## src/design/bee_ram.sv

```systemverilog
// Generic single-write, single-read synchronous RAM with registered read data.
`default_nettype none

module bee_ram #(
  parameter int WIDTH = 8,
  parameter int DEPTH = 256
) (
  input  wire logic                     clk,
  input  wire logic                     we,
  input  wire logic [$clog2(DEPTH)-1:0] waddr,
  input  wire logic [WIDTH-1:0]         wdata,
  input  wire logic                     re,
  input  wire logic [$clog2(DEPTH)-1:0] raddr,
  output logic      [WIDTH-1:0]         rdata
);

  logic [WIDTH-1:0] mem [DEPTH];

  always_ff @(posedge clk) begin
    if (we) begin
      mem[waddr] <= wdata;
    end
    if (re) begin
      rdata <= mem[raddr];
    end
  end

endmodule

`default_nettype wire

```

## config.mk

```make
export PLATFORM = sky130hd
export DESIGN_NAME = bee_ram
export DESIGN_NICKNAME = d
export VERILOG_FILES = /design/src/design/bee_ram.sv
export SDC_FILE = /design/constraint.sdc
export NUM_CORES = 2
export LEC_CHECK = 0
export BUFFER_PORTS_ARGS = -buffer_cell sky130_fd_sc_hd__buf_4
export CAP_MARGIN = 20
export CORE_MARGIN = 10
export CORE_UTILIZATION = 45
export DETAILED_ROUTE_END_ITERATION = 10
export GPL_TIMING_DRIVEN = 1
export SETUP_SLACK_MARGIN = 0.15
export SLEW_MARGIN = 20
export SYNTH_ARGS = -nofsm -noshare
export SYNTH_HDL_FRONTEND = slang
export SYNTH_SLANG_ARGS = --single-unit
```

## constraint.sdc

```tcl
create_clock -name clk -period 2.4 [get_ports clk]
set_input_delay 0.36 -clock clk [delete_from_list [all_inputs] [get_ports clk]]
set_output_delay 0.36 -clock clk [all_outputs]
set_load 0.03 [all_outputs]
```

==> run_results.csv <==
group,metric,value,unit
routing,route.detailed.drc,0,
min_path,worstHoldStart,"wdata[4]",
layout,final_area,95400,um^2
sta,tightest_slew,1.00,ns
sta,skew,0.0325,ns
routing,vias_per_cell,5.84,
setup_path,path_common_cell,"mux4_2",
yosys,synth_area_per_cell,21.3,um^2
clocking,ctsLongestPathBuffers,3,
yosys,ys_types,54,
routing,firstDrtPassIters,7,
place,pre_cts_slack,-1.50,ns
yosys,synth_edf_count,2056,
clocking,clock_sinks,2056,
setup_path,required,2.97,ns
setup_path,crit_fanout,1,
setup_path,setup.worst_path.class,"reg2reg",
yosys,muxShareOfSynthArea,0.146,
global_route,grt_overflow,0,
layout,syn2layout_area_growth,19.7,%
sta,max_slew_margin,0.321,
yosys,ys_async_sr_fraction,0,
setup_path,path_cells,"mux4_2 -> mux4_2 -> nor2_4 -> a2111oi_2 -> buf_4 -> nor3_4 -> buf_6 -> nor4_1",
min_path,min_path_cells,1,
clocking,insertion_delay,0.84,ns
clocking,cts-root-buf,"clkbuf_16",
run_status,run_status,"finished with violations",
layout,fin_nets,4516,
place,place.gp.congestion,0.843,
power_and_ir_drop,peakVddDrop,0.854,mV
min_path,min_path_type,"in2reg",
yosys,syn_nets,3760,
sta,rsz0062_at_grt,"yes",
yosys,synth_xor_area_frac,0,
clocking,cts_tree,"yes",
place,place_area,88400,um^2
sta,slew_viol_final,0,
routing,vias,40900,
sta,fmax,396,MHz
routing,top_layer,"met5",
run_status,failed_checks,"setup timing",
routing,ant_nets,0,
setup_path,worstSetupEndpointType,"flop",
place,numPortBuffers,34,
floorplan,coreArea,176000,um^2
floorplan,io_pins,35,
yosys,yosys_warnings,0,
yosys,synth_fa_ha_area_frac,0,
global_route,grt_pass1_wl,299,mm
clocking,htreeDepth,4,
sta,setup_ws,-0.125,ns
global_route,track_usage,0.212,
global_route,grt_pass1_vias,41300,
setup_path,cp_num_buf_inv,2,
layout,post-route-util,0.541,
routing,wl_met2,102,mm
floorplan,start_util,0.452,
yosys,yosys.area_share.simple,0.0263,
floorplan,fp.dieH,441,um
setup_path,crit_slowest_cell,"mux4_2",
place,place_hpwl,135,mm
setup_path,ff2ff_setup_slack,-0.12,ns
power_and_ir_drop,power_density,786,nW/um^2
setup_path,startpoint_type,"flop",
job,maxCapViolCount,0,
sta,finalSetupViolations,6,
sta,min_period,2.52,ns
global_route,grt_max_degree,101,
setup_path,r2r_start,"mem[136][1]$_DFFE_PP_",
yosys,synth_area,79600,um^2
yosys,synth_compound_area_frac,0.0342,
layout,drive_above_1_share,0.340,
setup_path,cpPeakStageDelay,0.54,ns
routing,wl_met3,14.2,mm
min_path,min_to,"mem[65][4]$_DFFE_PP_",
yosys,synthFlopType,"edfxtp_1",
clocking,cts_buffers,206,
sta,final_hold_viol_count,0,
power_and_ir_drop,power.leakage,30.9,nW
yosys,synth_cells,3733,
yosys,synth_top_family_by_area,"multiplexers",
setup_path,r2r_cells,8,
routing,met1_length,85.3,mm
setup_path,worst_r2r_endpoint,"rdata[1]$_DFFE_PP_",
floorplan,dieArea,194000,um^2
floorplan,chipWidth,441,um
global_route,antenna_found_initial,12,
setup_path,crit_family,"multiplexers",
sta,period_share,1.05,
clocking,path_clk_slew,0.06,ns
yosys,yosysSeqAreaShare,0.775,
routing,routed_wl,207,mm
floorplan,rows,154,
routing,avgRoutedWirePerCell,29.5,um
yosys,yosys_register_bits,2056,
setup_path,worstPathArrival,3.09,ns
routing,drtIter0Drc,4777,
sta,setup_tns,-0.342,ns
[worst reg2reg max path, delay by kind of cell (launching register included)]
kind | cells | cell delay, ns
multiplexers | 2 | 1.07
AND/OR/NAND/NOR | 3 | 0.42
flip-flops | 1 | 0.37
buffers and inverters | 2 | 0.33
AO/OA/AOI/OAI | 1 | 0.07
[metrics by stage]
step	hold WS, ns	total power, mW	instances
after global routing	0.0343	77.2	7001
after global placement	0.732	44.7	6613
final	0.0321	75.0	7004
after CTS	0.0376	75.5	6997
after detailed placement	0.738	44.8	6613
after floorplan	0.459	42.4	3733
[synth_stat cells (all sizes together) (16+ instances only)]
cell | number | area, um^2
edfxtp | 2056 | 61700
mux4 | 456 | 10300
nor2 | 282 | 1060
mux2i | 134 | 1340
a22oi | 133 | 998
buf | 122 | 1030
clkbuf | 111 | 417
a21oi | 96 | 480
o221ai | 47 | 418
nand3 | 34 | 170
nand2 | 33 | 124
nor2b | 31 | 194
o22ai | 28 | 175
nor4 | 27 | 188
nor3 | 22 | 110
a211oi | 16 | 120
[placed cells by master (no fill, tap or decap), drive strengths merged, types with 2 or more instances in the layout]
cell | netlist | layout
edfxtp | 2056 | 2056
buf | 122 | 773
mux4 | 456 | 456
nor2 | 282 | 282
clkbuf | 111 | 254
mux2i | 134 | 134
a22oi | 133 | 133
clkinv | 1 | 98
a21oi | 96 | 96
o221ai | 47 | 47
nand3 | 34 | 34
nand2 | 33 | 33
nor2b | 31 | 31
o22ai | 28 | 28
nor4 | 27 | 27
nor3 | 22 | 22
a211oi | 16 | 16
a221oi | 14 | 14
bufinv | 0 | 12
o21ai | 12 | 12
nand4 | 10 | 10
o211ai | 10 | 10
nand2b | 8 | 8
dlygate4sd3 | 0 | 8
a22o | 8 | 8
diode | 0 | 7
clkinvlp | 0 | 7
inv | 1 | 7
and2 | 6 | 6
o22a | 5 | 5
o32ai | 5 | 5
a2111oi | 5 | 5
or2 | 4 | 4
and3b | 2 | 2
nand3b | 2 | 2
a31oi | 2 | 2
a311oi | 2 | 2
[cell families (layout without fill, tap and decap cells)]
group / count (synthesis) / after routing
DFF: 2056 / 2056
muxes: 591 / 591
and+or+nand+nor: 466 / 466
AOI/OAI and AO/OA: 385 / 385
buffers and inverters: 235 / 1159
other: 0 / 7
[layer usage]
metal  vias up  global-route usage
met1     21700               0.299
met5         -                   0
met2      1594               0.346
li1      17200                   -
met3       311              0.0338
met4         2              0.0578
[sequential cells by signal, summed over array words and instances (netlist names)]
| name | count |
|---|---|
| rdata | 8 |
| mem | 2048 |
[report_power, final]
part	switching, mW	internal, mW	total [mW]
sequential	0.0606	39.6	39.7
combinational	2.61	1.82	4.43
clock	13.7	17.2	30.9
[worst max path at each step]
stage,startpoint,endpoint,slack [ns],cells past startpoint
4_1_cts,mem[136][1]$_DFFE_PP_,rdata[1]$_DFFE_PP_,-0.18,8
5_1_grt,mem[136][1]$_DFFE_PP_,rdata[1]$_DFFE_PP_,-0.19,8
6_report,mem[136][1]$_DFFE_PP_,rdata[1]$_DFFE_PP_,-0.12,8
3_3_place_gp,raddr[0],rdata[3]$_DFFE_PP_,-1.51,9
3_5_place_dp,raddr[0],rdata[3]$_DFFE_PP_,-1.50,9
2_1_floorplan,raddr[0],rdata[0]$_DFFE_PP_,0.08,9
[cell type report]
type / instances / area, um^2
Clock buffer: 254 / 5360
Antenna cell: 7 / 17.5
Tap cell: 2340 / 2930
Fill cell: 13500 / 80800
Sequential cell: 2056 / 61700
Multi-Input combinational cell: 1442 / 17000
Timing Repair Buffer: 781 / 7200
Inverter: 2 / 7.51
Clock inverter: 122 / 1140
[what timing repair did]
action / CTS / global route
pin swaps: 6 / 9
gates cloned: 0 / 0
resized for setup: 50 / 15
hold endpoints to repair: 148 / 0
hold buffers: 8 / 0
endpoints found under the setup margin: 8 / 8
setup buffers: 0 / 0
(Power assumes the default switching activity.)
