--- src/design/bee_pkg.sv ---
// Shared constants and widths for the byte entropy estimator.
`default_nettype none

package bee_pkg;

  localparam int BYTE_W      = 8;
  localparam int SYMBOLS     = 256;
  localparam int SYM_W       = $clog2(SYMBOLS);
  localparam int BLOCK_MAX   = 65536;
  localparam int CNT_W       = 17;
  localparam int FRAC_BITS   = 24;
  localparam int LOG_INT_W   = 5;
  localparam int LOG_W       = LOG_INT_W + FRAC_BITS;
  localparam int MANT_W      = 31;
  localparam int PROD_W      = CNT_W + LOG_W;
  localparam int ACC_W       = 48;
  localparam int Q_W         = 21;
  localparam int ROUND_SH    = 7;
  localparam int DEN_SH      = 8;
  localparam int DEN_W       = CNT_W + DEN_SH;
  localparam int ENT_W       = 20;
  localparam int STEP_W      = 5;

  localparam logic [ENT_W-1:0] ENTROPY_MAX  = ENT_W'(524288);
  localparam logic [ENT_W-1:0] THRESH_RESET = ENT_W'(471859);

endpackage

`default_nettype wire

--- src/design/bee_log2.sv ---
// Iterative log2 unit: Q.24 result by repeated squaring, one square per cycle.
`default_nettype none

module bee_log2 (
  input  wire logic                       clk,
  input  wire logic                       rst_n,
  input  wire logic                       start,
  input  wire logic [bee_pkg::CNT_W-1:0]  x,
  output logic                            done,
  output logic      [bee_pkg::LOG_W-1:0]  result
);
  import bee_pkg::*;

  logic                   busy_r, busy_nxt;
  logic                   done_r, done_nxt;
  logic [STEP_W-1:0]      cnt_r, cnt_nxt;
  logic [MANT_W-1:0]      m_r, m_nxt;
  logic [FRAC_BITS-1:0]   frac_r, frac_nxt;
  logic [LOG_INT_W-1:0]   k_r, k_nxt;

  logic [LOG_INT_W-1:0]   k_in;
  logic [2*MANT_W-1:0]    sq;
  logic [MANT_W:0]        sq_top;

  // index of the top set bit
  always_comb begin
    k_in = '0;
    for (int i = 1; i < CNT_W; i++) begin
      if (x[i]) begin
        k_in = LOG_INT_W'(i);
      end
    end
  end

  assign sq     = (2*MANT_W)'(m_r) * (2*MANT_W)'(m_r);
  assign sq_top = sq[2*MANT_W-1:MANT_W-1];

  always_comb begin
    busy_nxt = busy_r;
    done_nxt = 1'b0;
    cnt_nxt  = cnt_r;
    m_nxt    = m_r;
    frac_nxt = frac_r;
    k_nxt    = k_r;
    if (start && !busy_r) begin
      busy_nxt = 1'b1;
      cnt_nxt  = '0;
      k_nxt    = k_in;
      frac_nxt = '0;
      m_nxt    = MANT_W'(x) << (LOG_INT_W'(MANT_W - 1) - k_in);
    end else if (busy_r) begin
      // square >= 2.0 yields a one bit and renormalizes
      frac_nxt = {frac_r[FRAC_BITS-2:0], sq_top[MANT_W]};
      m_nxt    = sq_top[MANT_W] ? sq_top[MANT_W:1] : sq_top[MANT_W-1:0];
      cnt_nxt  = cnt_r + 1'b1;
      if (cnt_r == STEP_W'(FRAC_BITS - 1)) begin
        busy_nxt = 1'b0;
        done_nxt = 1'b1;
      end
    end
  end

  always_ff @(posedge clk) begin
    if (!rst_n) begin
      busy_r <= 1'b0;
      done_r <= 1'b0;
    end else begin
      busy_r <= busy_nxt;
      done_r <= done_nxt;
    end
  end

  always_ff @(posedge clk) begin
    cnt_r  <= cnt_nxt;
    m_r    <= m_nxt;
    frac_r <= frac_nxt;
    k_r    <= k_nxt;
  end

  assign done   = done_r;
  assign result = {k_r, frac_r};

endmodule

`default_nettype wire

--- config.mk ---
export PLATFORM = sky130hd
export DESIGN_NAME = bee_log2
export DESIGN_NICKNAME = d
export VERILOG_FILES = /design/src/design/bee_pkg.sv /design/src/design/bee_log2.sv
export SDC_FILE = /design/constraint.sdc
export NUM_CORES = 2
export LEC_CHECK = 0
export BUFFER_PORTS_ARGS = -buffer_cell sky130_fd_sc_hd__buf_2
export CAP_MARGIN = 10
export CORE_MARGIN = 2
export CORE_UTILIZATION = 30
export DETAILED_ROUTE_END_ITERATION = 10
export PLACE_DENSITY_LB_ADDON = 0.05
export SLEW_MARGIN = 15
export SYNTH_ARGS = -nofsm -noshare
export SYNTH_HDL_FRONTEND = slang
export SYNTH_SLANG_ARGS = --single-unit
--- constraint.sdc ---
create_clock -name clk -period 10.36 [get_ports clk]
set_input_delay 2.59 -clock clk [delete_from_list [all_inputs] [get_ports clk]]
set_output_delay 2.59 -clock clk [all_outputs]
set_load 0.01 [all_outputs]
==> results.sh <==
export IMPL_clk_pin_slew_ps=60
export IMPL_ctsRootBufferMaster="clkbuf_16"
export IMPL_clk_latency_ps=350
export IMPL_layout_filler_cells=10900
export IMPL_syn_avg_cell_area_um2=9.24
export IMPL_cts_sinks=67
export IMPL_yosysWarnings=0
export IMPL_diodes=0
export IMPL_yosysSeqAreaShare_pct=5.47
export IMPL_syn_area_um2=31100
export IMPL_cts_made_buffers=9
export IMPL_ys_seq_elements=67
export IMPL_rrSetupSlack_ps=890
export IMPL_path_class="register to register"
export IMPL_grt_pass1_wl_um=156000
export IMPL_finalClockSkew_ps=13.7
export IMPL_critPathRequiredTime_ps=10450
export IMPL_area_growth_pct=7.37
export IMPL_cts_hold_buf=0
export IMPL_critical_path_buf_inv_count=8
export IMPL_ant_nets=0
export IMPL_cp_arrival_ps=9570
export IMPL_r2r_start="m_r[12]$_DFFE_PP_"
export IMPL_totalWireLength_um=100000
export IMPL_hold_viol=0
export IMPL_core_um2=103000
export IMPL_worstMarginPinSlew_ps=1220
export IMPL_portBuffers=49
export IMPL_cts_setup_buffers=0
export IMPL_setup_tns_ps=0
export IMPL_cp_endpoint="m_r[11]$_DFFE_PP_"
export IMPL_timing_rr_end="m_r[11]$_DFFE_PP_"
export IMPL_cpMostUsedCell="fa_1"
export IMPL_ctsResizeCount=0
export IMPL_crit_family="adder cells"
export IMPL_rr_worst_depth=27
export IMPL_antenna_found_initial=6
export IMPL_grt_max_degree=59
export IMPL_grt_total_usage_pct=19.4
export IMPL_synth_edf_count=36
export IMPL_synth_main_ff_cell="edfxtp_1"
export IMPL_first_global_vias=24900
export IMPL_overflow=0
export IMPL_initial_utilization_pct=30.1
export IMPL_slew_headroom_pct=18.8
export IMPL_final_cell_mix="inv_1, fa_1, nand2_1, ha_1, and2_1"
export IMPL_syn_num_nets=4405
export IMPL_drv_cap=0
export IMPL_max_clock_freq_ghz=0.106
export IMPL_place_ws_ps=922
export IMPL_drt_iter0_drc=1075
export IMPL_syn_inst=3368
export IMPL_crit_path_end_kind="register"
export IMPL_start_kind="register"
export IMPL_die_height_um=326
export IMPL_wl_per_cell_um=21.1
export IMPL_rsz0062_at_grt="false"
export IMPL_outcome="complete, no violations"
export IMPL_final_common_cell="inv_1"
export IMPL_slew_viol_final=0
export IMPL_h_tree_depth=3
export IMPL_fin_crit_sh_pct=91.5
export IMPL_finalCriticalPeriod_ps=9470
export IMPL_hold_class="register to register"
export IMPL_drc=0
export IMPL_setup_viol=0
export IMPL_worst_path_stages=27
export IMPL_gp_congestion=0.825
export IMPL_die_w_um=326
export IMPL_cts_path_max_buffers=2
export IMPL_nNetsFinal=4404
export IMPL_critPathSlowestCell="edfxtp_1"
export IMPL_num_vias=22000
export IMPL_pin_count=50
export IMPL_crit_fanout=23
export IMPL_critPathMaxStageDelay_ps=810
export IMPL_vias_per_cell=4.62
export IMPL_synth_async_reset_ratio_pct=0
export IMPL_cts_tree="built"
export IMPL_hpwlAfterDp_um=83400
export IMPL_num_rows=118
export IMPL_synth_distinct_cells=83
export IMPL_die_area_um2=106000
export IMPL_drive_above_1_share_pct=5.10
export IMPL_crit_path_start="m_r[12]$_DFFE_PP_"
export IMPL_worst_slack_ps=885
export IMPL_first_pass_iters=5
[tightest hold or removal path: cells and delay by family (launching register included)]
family             cells  cell delay, ps
AOI/OAI and AO/OA      1              60
DFF                    1             320
and+or+nand+nor        1              50
[cells by family after synthesis]
logic type      after synthesis  synth area share [%]
simple gates                802                  12.4
compound gates              337                  7.14
fa+ha+maj                  1017                  58.9
mux                          32                  1.50
xor+xnor                     58                  1.66
flops                        67                  5.47
buf+inv                    1055                  12.9
[cells in the mapped netlist, types with 17 or more instances]
cell type	count	area, µm²
a21o_1	27	203
a21oi_1	90	450
and2_1	195	1220
clkbuf_1	118	443
dfxtp_1	31	621
edfxtp_1	36	1080
fa_1	747	15000
ha_1	270	3380
inv_1	917	3440
mux2i_1	19	190
nand2_1	364	1370
nand2b_1	35	219
nand3_1	30	150
nand4_1	17	106
nor2_1	83	312
nor3_1	23	115
o21ai_0	70	350
xnor2_1	33	289
xor2_1	24	210
[registers in the layout, summed over array words and instances, names as in the netlist]
register	count
done	1
k_r	5
cnt_r	5
busy_r	1
m_r	31
frac_r	24
[per-layer routing]
layer	vias to the layer above	global-route usage, %	part of all wire (%)
li1	10100	-	-
met1	11400	26.9	45
met5	-	0	0
met3	69	1.80	3.6
met4	0	2.84	1.4
met2	403	33.5	50
[layout make-up]
cell class | instances | area, µm² | area share, %
clock buffer | 9 | 225 | 0.674
clock inverter | 7 | 55.1 | 0.165
inverter | 921 | 3460 | 10.4
multi-input combinational | 2246 | 25400 | 76.0
sequential | 67 | 1700 | 5.09
tap | 1380 | 1730 | 5.17
timing repair buffer | 122 | 833 | 2.49
[how the worst min path moves through the flow]
stage	startpoint	end	slack [ps]	cells past startpoint
after floorplan	cnt_r[0]$_SDFFE_PP0P_	cnt_r[0]$_SDFFE_PP0P_	460	1
after global placement	frac_r[15]$_SDFFE_PP0P_	frac_r[16]$_SDFFE_PP0P_	460	2
after detailed placement	frac_r[15]$_SDFFE_PP0P_	frac_r[16]$_SDFFE_PP0P_	470	2
after CTS	frac_r[15]$_SDFFE_PP0P_	frac_r[16]$_SDFFE_PP0P_	480	2
after global routing	frac_r[18]$_SDFFE_PP0P_	frac_r[19]$_SDFFE_PP0P_	510	2
final	frac_r[15]$_SDFFE_PP0P_	frac_r[16]$_SDFFE_PP0P_	470	2
[stage by stage]
step | util [%] | instances | area (µm²) | hold slack, ps
3_3_place_gp | 32.1 | 4734 | 33100 | 461
4_1_cts | 32.4 | 4752 | 33400 | 480
2_1_floorplan | - | 3368 | 31100 | 460
6_report | 32.4 | 4752 | 33400 | 474
5_1_grt | 32.4 | 4752 | 33400 | 515
3_5_place_dp | 32.1 | 4736 | 33100 | 468
Power is left out: the tool's default activity adds up to more than one toggle a clock period on the data nets, which glitch-free logic cannot reach.
