--- src/design/bee_pkg.sv ---
// Shared constants and widths for the byte entropy estimator.
`default_nettype none

package bee_pkg;

  localparam int BYTE_W      = 8;
  localparam int SYMBOLS     = 256;
  localparam int SYM_W       = $clog2(SYMBOLS);
  localparam int BLOCK_MAX   = 65536;
  localparam int CNT_W       = 17;
  localparam int FRAC_BITS   = 24;
  localparam int LOG_INT_W   = 5;
  localparam int LOG_W       = LOG_INT_W + FRAC_BITS;
  localparam int MANT_W      = 31;
  localparam int PROD_W      = CNT_W + LOG_W;
  localparam int ACC_W       = 48;
  localparam int Q_W         = 21;
  localparam int ROUND_SH    = 7;
  localparam int DEN_SH      = 8;
  localparam int DEN_W       = CNT_W + DEN_SH;
  localparam int ENT_W       = 20;
  localparam int STEP_W      = 5;

  localparam logic [ENT_W-1:0] ENTROPY_MAX  = ENT_W'(524288);
  localparam logic [ENT_W-1:0] THRESH_RESET = ENT_W'(471859);

endpackage

`default_nettype wire

--- src/design/bee_div.sv ---
// Restoring divider, one quotient bit per cycle, for the final normalization.
`default_nettype none

module bee_div (
  input  wire logic                      clk,
  input  wire logic                      rst_n,
  input  wire logic                      start,
  input  wire logic [bee_pkg::ACC_W-1:0] num,
  input  wire logic [bee_pkg::DEN_W-1:0] den,
  output logic                           done,
  output logic      [bee_pkg::Q_W-1:0]   quot
);
  import bee_pkg::*;

  logic              busy_r, busy_nxt;
  logic              done_r, done_nxt;
  logic [STEP_W-1:0] cnt_r, cnt_nxt;
  logic [ACC_W-1:0]  rem_r, rem_nxt;
  logic [ACC_W-1:0]  dsh_r, dsh_nxt;
  logic [Q_W-1:0]    q_r, q_nxt;
  logic              fits;

  assign fits = rem_r >= dsh_r;

  always_comb begin
    busy_nxt = busy_r;
    done_nxt = 1'b0;
    cnt_nxt  = cnt_r;
    rem_nxt  = rem_r;
    dsh_nxt  = dsh_r;
    q_nxt    = q_r;
    if (start && !busy_r) begin
      busy_nxt = 1'b1;
      cnt_nxt  = '0;
      rem_nxt  = num;
      // quotient is known to fit in Q_W bits
      dsh_nxt  = ACC_W'(den) << (Q_W - 1);
      q_nxt    = '0;
    end else if (busy_r) begin
      rem_nxt = fits ? rem_r - dsh_r : rem_r;
      q_nxt   = {q_r[Q_W-2:0], fits};
      dsh_nxt = dsh_r >> 1;
      cnt_nxt = cnt_r + 1'b1;
      if (cnt_r == STEP_W'(Q_W - 1)) begin
        busy_nxt = 1'b0;
        done_nxt = 1'b1;
      end
    end
  end

  always_ff @(posedge clk) begin
    if (!rst_n) begin
      busy_r <= 1'b0;
      done_r <= 1'b0;
    end else begin
      busy_r <= busy_nxt;
      done_r <= done_nxt;
    end
  end

  always_ff @(posedge clk) begin
    cnt_r <= cnt_nxt;
    rem_r <= rem_nxt;
    dsh_r <= dsh_nxt;
    q_r   <= q_nxt;
  end

  assign done = done_r;
  assign quot = q_r;

endmodule

`default_nettype wire

--- config.mk ---
export PLATFORM = sky130hd
export DESIGN_NAME = bee_div
export DESIGN_NICKNAME = d
export VERILOG_FILES = /design/src/design/bee_pkg.sv /design/src/design/bee_div.sv
export SDC_FILE = /design/constraint.sdc
export NUM_CORES = 1
export LEC_CHECK = 0
export ABC_AREA = 1
export BUFFER_PORTS_ARGS = -buffer_cell sky130_fd_sc_hd__buf_2
export CAP_MARGIN = 40
export CELL_PAD_IN_SITES_DETAIL_PLACEMENT = 2
export CELL_PAD_IN_SITES_GLOBAL_PLACEMENT = 2
export CORE_AREA = 2 2 177 179
export CTS_CLUSTER_SIZE = 8
export DETAILED_ROUTE_END_ITERATION = 10
export DIE_AREA = 0 0 179 181
export HOLD_SLACK_MARGIN = 0.05
export PLACE_DENSITY = 0.86
export SYNTH_ARGS = -nofsm -noshare
export SYNTH_HDL_FRONTEND = slang
export SYNTH_SLANG_ARGS = --single-unit
--- constraint.sdc ---
create_clock -name clk -period 3.23 [get_ports clk]
set_input_delay 0.646 -clock clk [delete_from_list [all_inputs] [get_ports clk]]
set_output_delay 0.646 -clock clk [all_outputs]
set_load 0.05 [all_outputs]
==> flow_summary.ini, run 1 <==
[global_routing]
grt-ovfl-total = 0
grt_pass1_wl_mm = 54.0
globalRouteTotalUtil_pct = 21.5
grt_max_degree = 61
grt_pass1_vias = 10013
antenna_found_initial = 0

[clocking]
tritoncts = built
cts_buffers = 17
root_buffer = clkbuf_16
htree_levels = 4
ctsResizeCount = 0
cts_sinks = 121
clk_path_buf_depth = 2
cts.clk_slew.worst_paths_ns = 0.07
clock_latency_ns = 0.45
cts_hold_buf = 0
post-cts-setup-buffers = 0

[timing]
fin_setup_tns_ns = 0
rsz0062_at_grt = no
skew_ns = 0.0146
fin_crit_ns = 2.81
maxSlewHeadroom_pct = 43.4
tightest_slew_ns = 0.848
setup_viol = 0
hold_viol_final = 0
timing.final.crit_share_pct = 87.0
clock.fmax_mhz = 356
slew_violations = 0

[setup_path]
crit_required_ns = 3.34
rr_endpoint = rem_r[26]
crit_fanout = 48
regToRegSetupSlack_ns = 0.42
critPathLaunchType = register
reg2reg_depth = 15
critPathCaptureType = register
rr_startpoint = rem_r[0]
crit_type = register to register
arrival_ns = 2.92

[synth]
synthMuxAreaShare_pct = 0
synth_top_family_by_area = simple AND/OR/NAND/NOR gates
syn_area_mm2 = 0.00901
synth_top_cell_by_area = edfxtp_1
syn_avg_cell_area_um2 = 6.66
synthAdderAreaFrac_pct = 6.75
synth_top_area_share_pct = 24.3
synth_cell_type_count = 34
ys_seq_area_share_pct = 35.0
yosys.area_share.simple_pct = 35.2
synth_compound_area_share_pct = 7.58
synth_edf_count = 73
synth.most_common_cell = nand2_1
yosysWarnings = 0
synthCells = 1354
yosys_register_bits = 121
synth_xor_area_share_pct = 1.94
synthFlopType = edfxtp_1
synthArstFlopShare_pct = 0
synth_area_leaders = edfxtp_1, nand2_1, inv_1, dfxtp_1, ha_1
syn_nets = 1478
synthTopCellsByCount = nand2_1, inv_1, edfxtp_1

[power]
p_leak_nw = 5.33
p_per_area_mw_per_mm2 = 813
peakVddDrop_uv = 391

[job]
cap_violations = 0

[die]
initial_utilization_pct = 29.7
pin_count = 98
rows = 64
core-area_mm2 = 0.0303
die-area_mm2 = 0.0324
fp.dieW_um = 179
die_h_um = 181

[worst_hold_path]
hold_end = busy_r
whs_path_depth = 3
hp-class = input port to register
holdCritStartpoint = rst_n

[drt]
detail-route-antenna-nets = 0
routedWlPerCell_um = 18.2
viasPerCell = 4.77
vias = 8881
firstDrtPassIters = 4
drc = 0
drtIter0Drc = 451
wirelength_mm = 33.9

[cells_and_area]
layoutNonFillerInstCount = 1860
antennaDiodeCount = 0
area_growth_pct = 17.3
num-nets-final = 1575
n_fill_cell = 3716
drive_above_1_share_pct = 16.8

[placement]
dp_cells = 1828
gp_congestion = 0.916
hpwl_mm = 26.1
portBuffers = 97

[run_status]
status = complete, no violations
==> final cells by class <==
cell class	instances	area, um^2	area share (%)
Timing Repair Buffer	103	556	5.25
Inverter	298	1120	10.6
Sequential cell	121	3150	29.8
Tap cell	396	495	4.69
Clock buffer	17	425	4.02
Multi-Input combinational cell	910	4640	43.9
Clock inverter	15	180	1.70
==> placed cells by master, fill, tap and decap left out, drive strengths merged <==
master / instances
clkinvlp: 2
nor2: 94
bufinv: 1
a21boi: 1
nand3b: 6
and2: 2
nand3: 69
dfxtp: 48
nor3: 6
o22ai: 37
clkbuf: 17
a31oi: 1
inv: 308
xnor2: 19
xor2: 1
nor4: 2
buf: 103
or2: 3
nand4: 13
ha: 47
o21bai: 1
fa: 1
edfxtp: 73
nor3b: 1
o21ai: 54
a21oi: 32
clkinv: 2
nand2: 520
==> flip-flops by register name (all words and copies together), names as in the netlist <==
signal	flops
rem_r	48
dsh_r	45
quot	21
cnt_r	5
busy_r	1
done	1
==> metal layers <==
metal / routed length, um / vias up / share of wire, % / track usage, %
met1: 15300 / 4311 / 45 / 26.8
li1: - / 4367 / - / -
met4: 799 / 0 / 2.4 / 6.86
met3: 1110 / 43 / 3.3 / 2.93
met2: 16700 / 160 / 49 / 38.0
met5: 0 / - / 0 / 0
==> cells by family after synthesis <==
logic type	Yosys count
simple gates	716
buf+inv	323
compound gates	126
flops	121
fa+ha+maj	48
xor+xnor	20
==> report_power, final <==
part,internal (W),switching [W]
sequential,0.00200,0.000104
combinational,0.00134,0.00311
clock,0.00111,0.000934
total,0.00445,0.00415
==> worst max path at each step <==
stage             start        end  slack (ns)  cells past startpoint
5_1_grt        rem_r[0]  rem_r[29]        0.19                     15
4_1_cts        rem_r[0]  rem_r[29]        0.39                     15
6_report       rem_r[0]  rem_r[26]        0.42                     15
3_3_place_gp   rem_r[0]  rem_r[19]        0.57                     15
2_1_floorplan  rem_r[0]   rem_r[0]        0.16                     14
3_5_place_dp   rem_r[0]  rem_r[27]        0.50                     15
==> critical path: stages (launching register included) <==
cell and delay (ns):
edfxtp_1 0.33, inv_1 0.05, ha_1 0.20, inv_1 0.17
fa_1 0.31, nand3_1 0.11, nand3_2 0.13, nand2_1 0.08
nand2_2 0.13, nand3_1 0.11, nand2_2 0.13, nand2_1 0.08
nand4_1 0.11, nand2_1 0.09, nand2_2 0.11, buf_12 0.30
==> per-stage QoR <==
| stage | hold slack, ns | total power, W | setup slack, ns | util [%] | cell area (um^2) |
|---|---|---|---|---|---|
| 2_1_floorplan | 0.423 | 0.00511 | 0.158 | - | 9010 |
| 3_3_place_gp | 0.439 | 0.00624 | 0.573 | 32.8 | 9970 |
| 3_5_place_dp | 0.451 | 0.00648 | 0.498 | 32.8 | 9970 |
| 4_1_cts | 0.439 | 0.00865 | 0.389 | 34.8 | 10600 |
| 5_1_grt | 0.460 | 0.00920 | 0.189 | 34.8 | 10600 |
| 6_report | 0.440 | 0.00860 | 0.420 | 34.8 | 10600 |
Note: power is estimated with default switching activity, not from simulation.
==> inputs of run 2 (changes only) <==
==> config.mk (replaced) <==
export PLATFORM = sky130hd
export DESIGN_NAME = bee_div
export DESIGN_NICKNAME = d
export VERILOG_FILES = /design/src/design/bee_pkg.sv /design/src/design/bee_div.sv
export SDC_FILE = /design/constraint.sdc
export NUM_CORES = 1
export LEC_CHECK = 0
export BUFFER_PORTS_ARGS = -buffer_cell sky130_fd_sc_hd__buf_2
export CAP_MARGIN = 40
export CELL_PAD_IN_SITES_DETAIL_PLACEMENT = 2
export CELL_PAD_IN_SITES_GLOBAL_PLACEMENT = 2
export CORE_AREA = 2 2 159 161
export CTS_CLUSTER_SIZE = 8
export DETAILED_ROUTE_END_ITERATION = 10
export DIE_AREA = 0 0 161 163
export HOLD_SLACK_MARGIN = 0.05
export PLACE_DENSITY = 0.85
export SYNTH_ARGS = -nofsm -noshare
export SYNTH_HDL_FRONTEND = slang
export SYNTH_SLANG_ARGS = --single-unit
==> run 2 against run 1 <==
The run now ends with setup timing left; fmax down 18%; synthesized cell count decreased by 31%; worst setup slack lost 0.61 ns; sequential power is 13% higher; power rose by 17%; count of clock-buffer cells in the layout grew 2; clock power shrank 6%; largest power group unchanged.
==> flow_summary.ini, run 2 <==
[clocking]
cts.clk_slew.worst_paths_ns = 0.07
cts_buffers = 17
clock_latency_ns = 0.44
cts_sinks = 121
root_buffer = clkbuf_16
cts_hold_buf = 0
clk_path_buf_depth = 2
tritoncts = built
htree_levels = 4

[timing]
setup_viol = 54
setup_ws_ns = -0.186
tightest_slew_ns = 0.898
timing.final.crit_share_pct = 106
skew_ns = 0.0168
fin_crit_ns = 3.42
clock.fmax_mhz = 293
rsz0062_at_grt = yes
maxSlewHeadroom_pct = 40.2
hold_ws_ns = 0.444
hold_viol_final = 0
slew_violations = 0

[global_routing]
grt_use_met1_pct = 26.3
antenna_found_initial = 1
met2_usage_pct = 40.2
globalRouteTotalUtil_pct = 22.4
grt_pass1_wl_mm = 46.1
grt-ovfl-total = 0
grt_max_degree = 91
met3_usage_pct = 4.07
top_usage_layer = met2
grt_pass1_vias = 8357

[setup_path]
arrival_ns = 3.55
critPathCaptureType = register
rr_startpoint = dsh_r[32]
crit_type = register to register
critPathLaunchType = register
crit_fanout = 21
crit_end = rem_r[12]
regToRegSetupSlack_ns = -0.19
crit_required_ns = 3.36
crit_start = dsh_r[32]
reg2reg_depth = 11
rr_endpoint = rem_r[12]

[cells_and_area]
final_core_util_pct = 39.5
num-nets-final = 1171
multi_input_area_mm2 = 0.00435
ff_latch_area_mm2 = 0.00316
drive_above_1_share_pct = 22.1
final_common_cell = nand2_1
area_growth_pct = 26.1
largest_reg_flops = 48
layout_common_cells = nand2_1, buf_2, a21oi_1
largest-register = rem_r
layoutNonFillerInstCount = 1391
n_fill_cell = 2749

[synth]
synthArstFlopShare_pct = 0
synth_top_cell_by_area = edfxtp_1
synth_edf_count = 73
synth_cell_type_count = 63
ys_seq_area_share_pct = 40.8
syn_nets = 1052
synth.most_common_cell = nand2_1
synth_area_leaders = edfxtp_1, dfxtp_1, nand2_1, ha_1, a21oi_1
yosys_register_bits = 121
yosysWarnings = 0
synth_top_area_share_pct = 28.4
syn_area_mm2 = 0.00772
syn_avg_cell_area_um2 = 8.32
synthFlopType = edfxtp_1
synthCells = 928
synthTopCellsByCount = nand2_1, a21oi_1, o21ai_0

[drt]
viasPerCell = 5.50
drc = 0
detail-route-antenna-nets = 0
drtIter0Drc = 535
routedWlPerCell_um = 23.5
firstDrtPassIters = 5
wirelength_mm = 32.6
vias = 7645

[die]
core-area_mm2 = 0.0247
pin_count = 98
rows = 58
fp.dieW_um = 161
die_h_um = 163
die-area_mm2 = 0.0262
initial_utilization_pct = 31.3

[placement]
hpwl_mm = 20.3
gp_congestion = 0.856
dp_cells = 1342
place_ws_ns = -0.0685
portBuffers = 97

[run_status]
violations = setup timing
status = finished, violations left

[job]
cap_violations = 0

[worst_hold_path]
holdCritStartpoint = rst_n
hp-class = input port to register

[power]
p_leak_nw = 3.90
p_per_area_mw_per_mm2 = 1030
peakVddDrop_uv = 424
==> run 2: cell count changes after synthesis, sizes merged, moves of 15 or more <==
| cell | before | now |
|---|---|---|
| nand3 | 69 | 14 |
| a21oi | 32 | 90 |
| o22ai | 37 | 8 |
| o21ai | 54 | 91 |
| a21o | 0 | 15 |
| inv | 298 | 64 |
| clkbuf | 16 | 49 |
| o31ai | 0 | 23 |
| nor2 | 94 | 71 |
| nand2 | 520 | 160 |
==> run 2: kinds of logic after synthesis <==
| logic type | after synthesis | share of synthesized area (%) |
|---|---|---|
| multiplexers | 1 | 0.130 |
| adder cells (fa/ha/maj) | 48 | 7.88 |
| AND/OR/NAND/NOR | 311 | 17.6 |
| flip-flops | 121 | 40.8 |
| XOR/XNOR | 41 | 4.65 |
| buffers and inverters | 117 | 5.70 |
| AO/OA/AOI/OAI | 289 | 23.2 |
==> run 2: power breakdown <==
part	internal [W]	switching, W
clock	0.00109	0.000827
sequential	0.00216	0.000217
combinational	0.00226	0.00349
total	0.00550	0.00453
==> run 2: stage by stage <==
step	total power (W)	setup TNS [ns]	area [um^2]
3_5_place_dp	0.00719	-2.70	8810
2_1_floorplan	0.00559	-7.16	7760
4_1_cts	0.00935	-0.527	9430
3_3_place_gp	0.00688	0	8810
5_1_grt	0.0106	-13.78	9740
6_report	0.0100	-7.75	9740
==> run 2: worst min-delay path by stage <==
| stage | to | cells after the start | slack (ns) |
|---|---|---|---|
| floorplan | dsh_r[10] | 2 | 0.43 |
| global placement | dsh_r[3] | 2 | 0.44 |
| detailed placement | dsh_r[2] | 2 | 0.46 |
| CTS | done | 3 | 0.44 |
| global route | done | 3 | 0.46 |
| finish | done | 3 | 0.44 |
==> run 2: layout make-up <==
class	count	area share (%)
flip-flops and latches	121	32.4
clock inverters	13	1.04
multi-input cells	690	44.6
inverters	64	2.47
clock buffers	19	4.88
well taps	330	4.24
repair buffers	153	10.3
diodes	1	0.0257
==> run 2: worst max-delay path, cell delays in order, from the launching register on <==
cell and delay, ns:
edfxtp_1 0.37, inv_1 0.07, ha_1 0.38, nand2_1 0.18, nor2_2 0.29, nand2_1 0.20
or3_1 0.40, a211o_1 0.25, a21oi_2 0.19, a2111oi_4 0.07, a21oi_4 0.44, buf_12 0.25
==> run 2: repair_timing <==
action / 4_1_cts / 5_1_grt
cloned: 0 / 3
gates resized for setup: 4 / 36
buffers inserted: 3 / 10
setup endpoints to repair: 54 / 67
pin swaps: 2 / 15
==> run 2: layer usage <==
layer  vias to the layer above  share of wire (%)  wire [um]
met2                       224                 51      16700
met3                        78                3.9       1270
met1                      3838                 41      13500
met4                         0                3.6       1180
met5                         -                  0          0
li1                       3505                  -          -
==> inputs of run 3 (changes only) <==
==> config.mk (replaced) <==
export PLATFORM = sky130hd
export DESIGN_NAME = bee_div
export DESIGN_NICKNAME = d
export VERILOG_FILES = /design/src/design/bee_pkg.sv /design/src/design/bee_div.sv
export SDC_FILE = /design/constraint.sdc
export NUM_CORES = 1
export LEC_CHECK = 0
export BUFFER_PORTS_ARGS = -buffer_cell sky130_fd_sc_hd__buf_2
export CAP_MARGIN = 40
export CELL_PAD_IN_SITES_DETAIL_PLACEMENT = 0
export CELL_PAD_IN_SITES_GLOBAL_PLACEMENT = 1
export CORE_AREA = 2 2 142 144
export CTS_CLUSTER_SIZE = 8
export DETAILED_ROUTE_END_ITERATION = 10
export DIE_AREA = 0 0 144 146
export HOLD_SLACK_MARGIN = 0.05
export PLACE_DENSITY = 0.86
export SETUP_SLACK_MARGIN = 0.3
export SYNTH_ARGS = -nofsm -noshare
export SYNTH_HDL_FRONTEND = slang
export SYNTH_SLANG_ARGS = --single-unit
==> run 3 against run 2 <==
The run still ends with setup timing left; non-clock buffer count is 3 higher; critical path depth is 6 higher; fmax is 5.7% higher; sequential share of layout area hardly changed; sequential power hardly changed; combinational power is 8.3% lower; cell area is 0.10% higher; largest cell class unchanged; largest power group unchanged.
==> flow_summary.ini, run 3 (synthesized netlist as in run 2, its figures left out) <==
[timing]
skew_ns = 0.00468
clock.fmax_mhz = 309
setup_ws_ns = -0.00310
slew_violations = 0
hold_ws_ns = 0.458
tightest_slew_ns = 0.707
rsz0062_at_grt = yes
fin_crit_ns = 3.23
hold_viol_final = 0
setup_viol = 5
maxSlewHeadroom_pct = 52.7
timing.final.crit_share_pct = 100

[worst_hold_path]
hp-class = register to register
holdCritStartpoint = dsh_r[2]
hold_end = dsh_r[1]
whs_path_depth = 2

[drt]
drtIter0Drc = 570
drc = 0
detail-route-antenna-nets = 0
routedWlPerCell_um = 16.4
wirelength_mm = 21.7
firstDrtPassIters = 5
viasPerCell = 5.32
vias = 7062

[setup_path]
crit_start = rem_r[0]
crit_required_ns = 3.40
crit_fanout = 3
reg2reg_depth = 17
crit_slowest_cell = fa_2
regToRegSetupSlack_ns = -0.003
slowest_delay_ns = 0.36
critPathLaunchType = register
crit_type = register to register
arrival_ns = 3.41
critPathCaptureType = register
crit_chain = inv_1 > ha_2 > inv_2 > fa_2 > a21o_1 > a311o_1 > a21oi_2 > buf_4 > o21ai_4 > a221oi_2 > buf_4 > buf_6 > buf_6 > o21ai_4 > o21ai_2 > mux2i_1 > nor2_1
rr_startpoint = rem_r[0]
rr_endpoint = rem_r[36]

[cells_and_area]
final_common_cell = nand2_1
antennaDiodeCount = 0
largest-register = rem_r
n_fill_cell = 1820
num-nets-final = 1174
drive_above_1_share_pct = 23.1
final_area_mm2 = 0.00975
layout_common_cells = nand2_1, buf_2, o21ai_0
area_growth_pct = 26.3
final_core_util_pct = 50.4
largest_reg_flops = 48

[run_status]
status = finished, violations left
violations = setup timing

[die]
initial_utilization_pct = 39.9
core-area_mm2 = 0.0193
rows = 51
pin_count = 98
die_h_um = 146
die-area_mm2 = 0.0210
fp.dieW_um = 144

[global_routing]
antenna_found_initial = 0
grt_pass1_vias = 7043
grt_max_degree = 63
globalRouteTotalUtil_pct = 21.0
grt-ovfl-total = 0
grt_pass1_wl_mm = 35.2

[power]
p_per_area_mw_per_mm2 = 958
p_leak_nw = 3.88
peakVddDrop_uv = 421

[clocking]
clk_path_buf_depth = 2
cts_hold_buf = 0
clock_latency_ns = 0.42
cts_sinks = 121
htree_levels = 4
cts.clk_slew.worst_paths_ns = 0.05
root_buffer = clkbuf_16
cts_buffers = 17
tritoncts = built

[placement]
portBuffers = 97
gp_congestion = 0.888
place_ws_ns = -0.0223
dpl_cell_area_mm2 = 0.00869
hpwl_mm = 15.5

[job]
cap_violations = 0
## run 3: changes by cell type in the layout (fill, tap and decap cells not counted), moves of 3 or more
cell	delta
ha_1	-3
clkinv_4	-3
buf_4	+6
a21oi_1	-3
inv_4	-3
clkbuf_1	+4
clkinv_2	+3
clkinv_1	+3
inv_6	-4
clkbuf_16	-4
## run 3: how the worst max path moves through the flow
stage / cells past startpoint / to / slack, ns
detailed placement: 14 / rem_r[26] / -0.02
global route: 15 / rem_r[34] / -0.14
floorplan: 13 / rem_r[0] / -0.15
CTS: 15 / rem_r[31] / 0.07
finish: 17 / rem_r[36] / -0.003
global placement: 14 / rem_r[35] / 0.04
## run 3: final cells by class
class                           instances  area, um^2  area share, %
Sequential cell                       121        3160           32.4
Clock buffer                           21         440           4.52
Clock inverter                         11        81.3          0.834
Inverter                               64         240           2.46
Tap cell                              265         332           3.40
Timing Repair Buffer                  156         985           10.1
Multi-Input combinational cell        690        4510           46.3
## run 3: metrics by stage
step / total power [W] / cells / setup TNS [ns]
6_report: 0.00934 / 1328 / -0.00737
5_1_grt: 0.00998 / 1328 / -7.28
4_1_cts: 0.00884 / 1315 / 0
3_5_place_dp: 0.00677 / 1274 / -0.850
3_3_place_gp: 0.00671 / 1273 / 0
2_1_floorplan: 0.00559 / 928 / -7.16
## run 3: per-layer routing
| metal | up-vias | GRT usage (%) | part of all wire, % |
|---|---|---|---|
| li1 | 3507 | - | - |
| met4 | 0 | 7.30 | 1.8 |
| met2 | 165 | 33.1 | 47 |
| met1 | 3367 | 28.3 | 47 |
| met3 | 23 | 4.61 | 4.7 |
| met5 | - | 0 | 0 |
## run 3: power breakdown
| group | internal, W | leakage [nW] | switching (W) |
|---|---|---|---|
| Sequential | 0.00215 | 1.13 | 0.000186 |
| Clock | 0.00104 | 0.253 | 0.000693 |
| Combinational | 0.00233 | 2.50 | 0.00294 |
| Total | 0.00553 | 3.88 | 0.00382 |
## run 3: what timing repair did
item	4_1_cts	5_1_grt
setup endpoints to repair	68	72
pin swaps	25	25
buffers inserted	9	13
resized for setup	26	41
## run 3: worst max-delay path: cells and delay by family, from the launching register on
| kind | cells | cell delay, ns |
|---|---|---|
| AOI/OAI and AO/OA | 7 | 1.24 |
| buffers and inverters | 6 | 0.59 |
| adders and majority gates | 2 | 0.54 |
| DFF | 1 | 0.35 |
| muxes | 1 | 0.20 |
| and+or+nand+nor | 1 | 0.07 |
